### src/rtl/core/sit_pkg.sv
// Shared types for the segment intersection test pipeline.
`default_nettype none

package sit_pkg;

  // Load enables for the two register stages of one cross-product unit.
  typedef struct packed {
    logic prod_en;
    logic diff_en;
  } cross_en_t;

endpackage

`default_nettype wire

### src/rtl/core/sit_cross.sv
// Two-stage cross-product unit: registered products, then registered difference.
`default_nettype none

module sit_cross #(
  parameter int OP_BITS = 17
) (
  input  wire                              clk_i,
  input  wire sit_pkg::cross_en_t          en_i,
  input  wire logic signed [OP_BITS-1:0]   ux_i,
  input  wire logic signed [OP_BITS-1:0]   uy_i,
  input  wire logic signed [OP_BITS-1:0]   vx_i,
  input  wire logic signed [OP_BITS-1:0]   vy_i,
  output logic signed [2*OP_BITS:0]        cross_o
);

  localparam int PW = 2 * OP_BITS;

  logic signed [PW-1:0] ux_w, uy_w, vx_w, vy_w;
  logic signed [PW-1:0] prod_a_d, prod_b_d, prod_a_q, prod_b_q;
  logic signed [PW:0]   cross_d, cross_q;

  assign ux_w = {{OP_BITS{ux_i[OP_BITS-1]}}, ux_i};
  assign uy_w = {{OP_BITS{uy_i[OP_BITS-1]}}, uy_i};
  assign vx_w = {{OP_BITS{vx_i[OP_BITS-1]}}, vx_i};
  assign vy_w = {{OP_BITS{vy_i[OP_BITS-1]}}, vy_i};

  // The products fit exactly in twice the operand width.
  assign prod_a_d = ux_w * vy_w;
  assign prod_b_d = uy_w * vx_w;

  assign cross_d = {prod_a_q[PW-1], prod_a_q} - {prod_b_q[PW-1], prod_b_q};

  always_ff @(posedge clk_i) begin
    if (en_i.prod_en) begin
      prod_a_q <= prod_a_d;
      prod_b_q <= prod_b_d;
    end
    if (en_i.diff_en) begin
      cross_q <= cross_d;
    end
  end

  assign cross_o = cross_q;

endmodule

`default_nettype wire

### config.mk
export PLATFORM = sky130hd
export DESIGN_NAME = sit_cross
export DESIGN_NICKNAME = d
export VERILOG_FILES = /design/src/rtl/core/sit_pkg.sv /design/src/rtl/core/sit_cross.sv
export SDC_FILE = /design/constraint.sdc
export NUM_CORES = 2
export LEC_CHECK = 0
export BUFFER_PORTS_ARGS = -buffer_cell sky130_fd_sc_hd__buf_4
export CAP_MARGIN = 20
export CORE_ASPECT_RATIO = 0.6
export CORE_UTILIZATION = 60
export DETAILED_ROUTE_END_ITERATION = 16
export GPL_ROUTABILITY_DRIVEN = 0
export PLACE_DENSITY = 0.85
export SLEW_MARGIN = 5
export SYNTH_ARGS = -nofsm -noshare
export SYNTH_HDL_FRONTEND = slang
export SYNTH_SLANG_ARGS = --single-unit
### constraint.sdc
create_clock -name clk_i -period 19.7 [get_ports clk_i]
set_input_delay 1.97 -clock clk_i [delete_from_list [all_inputs] [get_ports clk_i]]
set_output_delay 1.97 -clock clk_i [all_outputs]
set_load 0.02 [all_outputs]
Word-level counts from Yosys, hierarchy flattened

Cells that the tools add are included.

Add/subtract/negate cells: 1
Multipliers: 2

Operator list:

| cell                         | count |
|---|---|
| multiplier 17 x 17 -> 34 bit | 2 |
| subtractor 34 x 34 -> 35 bit | 1 |

Register bits after elaboration: 103
Bits of input ports: 71
Word-level logic and storage cells: 6

Longest topological paths before layout

Word-level depth: 1
Depth in mapped cells: 25
Gate-level depth less buffers: 23

Least setup slack after synthesis

No wires, ideal clock.

Kind: in2reg
Start point: input port vx_i[8]
End point: register prod_b_q[26] (data pin)
Arrival time: 7.708 ns
Path buffers: 3
Setup time: 0.260 ns
Stages on the path: 21
Data required time: 19.440 ns
Path slack: 11.732 ns
Path through: clkbuf_1 -> clkbuf_1 -> nand2_1 -> fa_1 -> inv_1 -> fa_1 -> fa_1 -> fa_1 -> fa_1 -> inv_1 -> fa_1 -> inv_1 -> ha_1 -> clkbuf_1 -> a211o_1 -> o21a_1 -> o41a_1 -> or4_1 -> a31o_1 -> a21oi_2 -> xnor2_1

Cells in the longest elaborated chain, start to end: 1

Ends and longest elaborated chain:

| element                      | line            | text |
|---|---|---|
| from (decl)                  | sit_cross.sv:11 | `input wire logic signed [OP_BITS-1:0] vx_i,` |
| multiplier 17 x 17 -> 34 bit | sit_cross.sv:29 | `assign prod_b_d = uy_w * vx_w;` |
| via prod_b_d[26]             | sit_cross.sv:19 | `logic signed [PW-1:0] prod_a_d, prod_b_d, prod_a_q, prod_b_q;` |
| to (signal assigned)         | sit_cross.sv:36 | `prod_b_q <= prod_b_d;` |
| to (decl)                    | sit_cross.sv:19 |  |

The timed path passes the listed nets, and every way through them passes these cells.
A chain may end at the register's enable or synchronous reset.

Worst setup path after layout

Start point: input port ux_i[16]
End point: register prod_a_q[32] (data pin)

Cells in the longest elaborated chain, start to end: 1

Ends and longest elaborated chain:

| element                      | line            | text |
|---|---|---|
| from (decl)                  | sit_cross.sv:9  | `input wire logic signed [OP_BITS-1:0] ux_i,` |
| multiplier 17 x 17 -> 34 bit | sit_cross.sv:28 | `assign prod_a_d = ux_w * vy_w;` |
| via prod_a_d[32]             | sit_cross.sv:19 |  |
| to (signal assigned)         | sit_cross.sv:35 | `prod_a_q <= prod_a_d;` |
| to (decl)                    | sit_cross.sv:19 |  |

The timed path passes the listed nets, and every way through them passes these cells.

==> run metrics <==
Via density=5.65; synthesis-stage register bit count=roughly 100; GRT Util Overall=between 20 and 30%; multiplexer share of the synthesized area=0%; layout net count=about 3600; Die W=273 µm; Yosys warning total=0; post-layout util=between 60% and 70%; crit path max fanout=17; Clock Tree Buf Depth=2; Compound-Gate Fraction of Synth Area=6.06%; Adder-Cell Fraction of Synth Area=between 50% and 60%; Synth Area in Simple Gates=roughly 14%; CTS buffer count=9; Least-Margin Pin Slew=approximately 0.94 ns; largest family of logic cells by synthesized area=adder cells; Hold WC Path Type=flip-flop to flip-flop; Synth Instances=roughly 2700; Arr. time, crit path=~8 ns; CTS sink count=just over 100; asr flop ratio synth=0%; Setup crit end kind=flip-flop; Commonest cells post-synth=inv_1 (668), fa_1 (593), and2_1 (296); Layout area overhead=5.81%; final worst slack=11.67 ns; syn nets=about 3600; register area share after synthesis=11.7%; Worst-Skew Late Latency=about 0.35 ns; Top delay family on crit path=adder cells; synth top area cells=fa_1 (45%), edfxtp_1 (12%), ha_1 (9.6%), inv_1 (9.5%), and2_1 (7.0%); layout cells sized above 1=about 4.6%; worst r2r path cells=12; synthesized area per cell=roughly 9.7 µm²; DR pass1 iterations=8; Reg-to-Reg End=cross_o[28]$_DFFE_PP_; Fin Setup TNS=0 ns; worst path bufs/invs=4; TritonCTS clock tree=yes; Die Y=165 µm; routed length per instance=around 18 µm; status=complete, no violations; final wirelength=between 50 and 60 mm; FF-to-FF Start=prod_a_q[0]$_DFFE_PP_; H-tree depth=3; # rows=59; number of global-route vias before repair=~21000; number of synthesized flops with an enable pin=approximately 100; Yosys top cell by area=fa_1; relative slew slack=between 30% and 40%; hold_buf cts=0; most common cell in the synthesized netlist=inv_1; R2R setup slack=between 15 and 20 ns; WHS Endpoint=cross_o[0]$_DFFE_PP_; DRT iter0 DRCs=between 1000 and 1500; DRC violations left=0; Req. time, crit path=roughly 20 ns; final worst path period share=about two fifths; critical path start-end classification=input port to flip-flop; clock transition at the registers of the reported paths=about 0.070 ns; maximum clock rate=approximately 0.12 GHz; GRT overflow=0; Top Ports=around 110; max incr delay on CP=0.79 ns; CP max-delay cell=fa_1; IO Port Bufs=roughly 110; dpl ws=~11 ns; Diodes inserted=0; RSZ-0062 raised after global routing=false; Synth Flop Type=edfxtp_1; WHS Path Cells=2; min cycle time layout=about 8 ns; die footprint=about 45000 µm²; # fillers=~3300; hold violation count in the final report=0; Post-CTS Resized=0; post-synth top area share=~45%; critical path's most frequent cell=fa_1; Startpoint Class=input port; worst min-delay path startpoint=prod_b_q[0]$_DFFE_PP_; Final Setup Violations=0; Max Cap Viol=0; initial antenna violation count=1; DR vias=~19000; CP Cell Sequence=buf_4 > nand2_1 > inv_1 > fa_1 > fa_1 > fa_1 > fa_1 > fa_1 > inv_1 > fa_1 > inv_1 > ha_1 > a2111oi_0 > o21ai_0 > o21ai_0 > nand2_1 > a41oi_1 > o211a_1 > or2_1 > o21ai_1 > xor2_1; XOR/XNOR Fraction of Synth Area=around 3.3%; starting density of the core=between 60 and 70%; clock skew=0.00709 ns; number of max-slew violations in the final report=0; pin count of the biggest net entering global routing=slightly below 70; core region area=roughly 43000 µm²; count of antenna-violating nets left after detailed routing=0; Root Buffer=clkbuf_16; setup bufs post-CTS=0; hpwl dp=~50 mm; Cell variety after synth=59; first-pass GRT wire length=101 mm; Mapped Area=about 26000 µm²
[per-stage QoR]
stage	hold WS [ns]	instance area (µm²)	cells
6_report	0.653	28000	3339
5_1_grt	0.679	28000	3339
4_1_cts	0.658	28000	3339
3_5_place_dp	0.641	27700	3323
3_3_place_gp	0.631	27700	3323
2_1_floorplan	0.607	26500	2716
[flip-flops by register name, summed over array words and instances, names as in the netlist]
name / flops
cross_o: 35
prod_b_q: 34
prod_a_q: 34
[placed cells by master, fill, tap and decap left out, types with 12 or more instances in the layout]
master    netlist  layout
nor2_1         70      70
a21oi_1        73      73
nor3_1         12      12
xnor2_1        80      80
o21ai_0        41      41
and2_1        296     296
buf_4           0     105
nand2_1       284     284
fa_1          593     593
xor2_1         21      21
ha_1          204     204
inv_1         668     668
nand2b_1       12      12
o21a_1         13      13
edfxtp_1      103     103
a21o_1         35      35
[tightest hold or removal path: cells and delay by family, from the launching register on]
kind	cells	cell delay, ns
buf+inv	1	0.03
flops	1	0.34
fa+ha+maj	1	0.12
[area by class of cell]
cell class                 instances  area (µm²)  area share (%)
clock buffer                      10         229           0.818
multi-input combinational       1868       20600            73.5
clock inverter                     6        85.1           0.304
inverter                         668        2510            8.96
tap                              579         724            2.59
sequential                       103        3090            11.0
timing repair buffer             105         788            2.82
[how the worst max path moves through the flow]
stage / startpoint / to / cells after the start / slack, ns
2_1_floorplan: vx_i[8] / prod_b_q[26]$_DFFE_PP_ / 21 / 11.73
3_3_place_gp: uy_i[8] / prod_b_q[26]$_DFFE_PP_ / 22 / 11.64
3_5_place_dp: ux_i[16] / prod_a_q[32]$_DFFE_PP_ / 21 / 11.41
4_1_cts: ux_i[16] / prod_a_q[31]$_DFFE_PP_ / 21 / 11.77
5_1_grt: ux_i[16] / prod_a_q[28]$_DFFE_PP_ / 20 / 11.26
6_report: ux_i[16] / prod_a_q[32]$_DFFE_PP_ / 21 / 11.67
[metal layers]
metal | global-route usage [%] | vias up | part of all wire, %
met3 | 6.03 | 186 | 8.4
met1 | 36.9 | 9607 | 40
met2 | 47.1 | 846 | 48
met5 | 0 | - | 0.045
met4 | 9.17 | 4 | 3.6
li1 | - | 8225 | -
[logic make-up (layout without fill, tap and decap cells)]
kind of cell	after synthesis	in the layout
simple gates	727	727
fa+ha+maj	797	797
compound gates	243	243
buf+inv	745	789
xor+xnor	101	101
flops	103	103
Power is not shown: default switching activity piles up to over one toggle a cycle in this logic, so the estimate is an artifact.
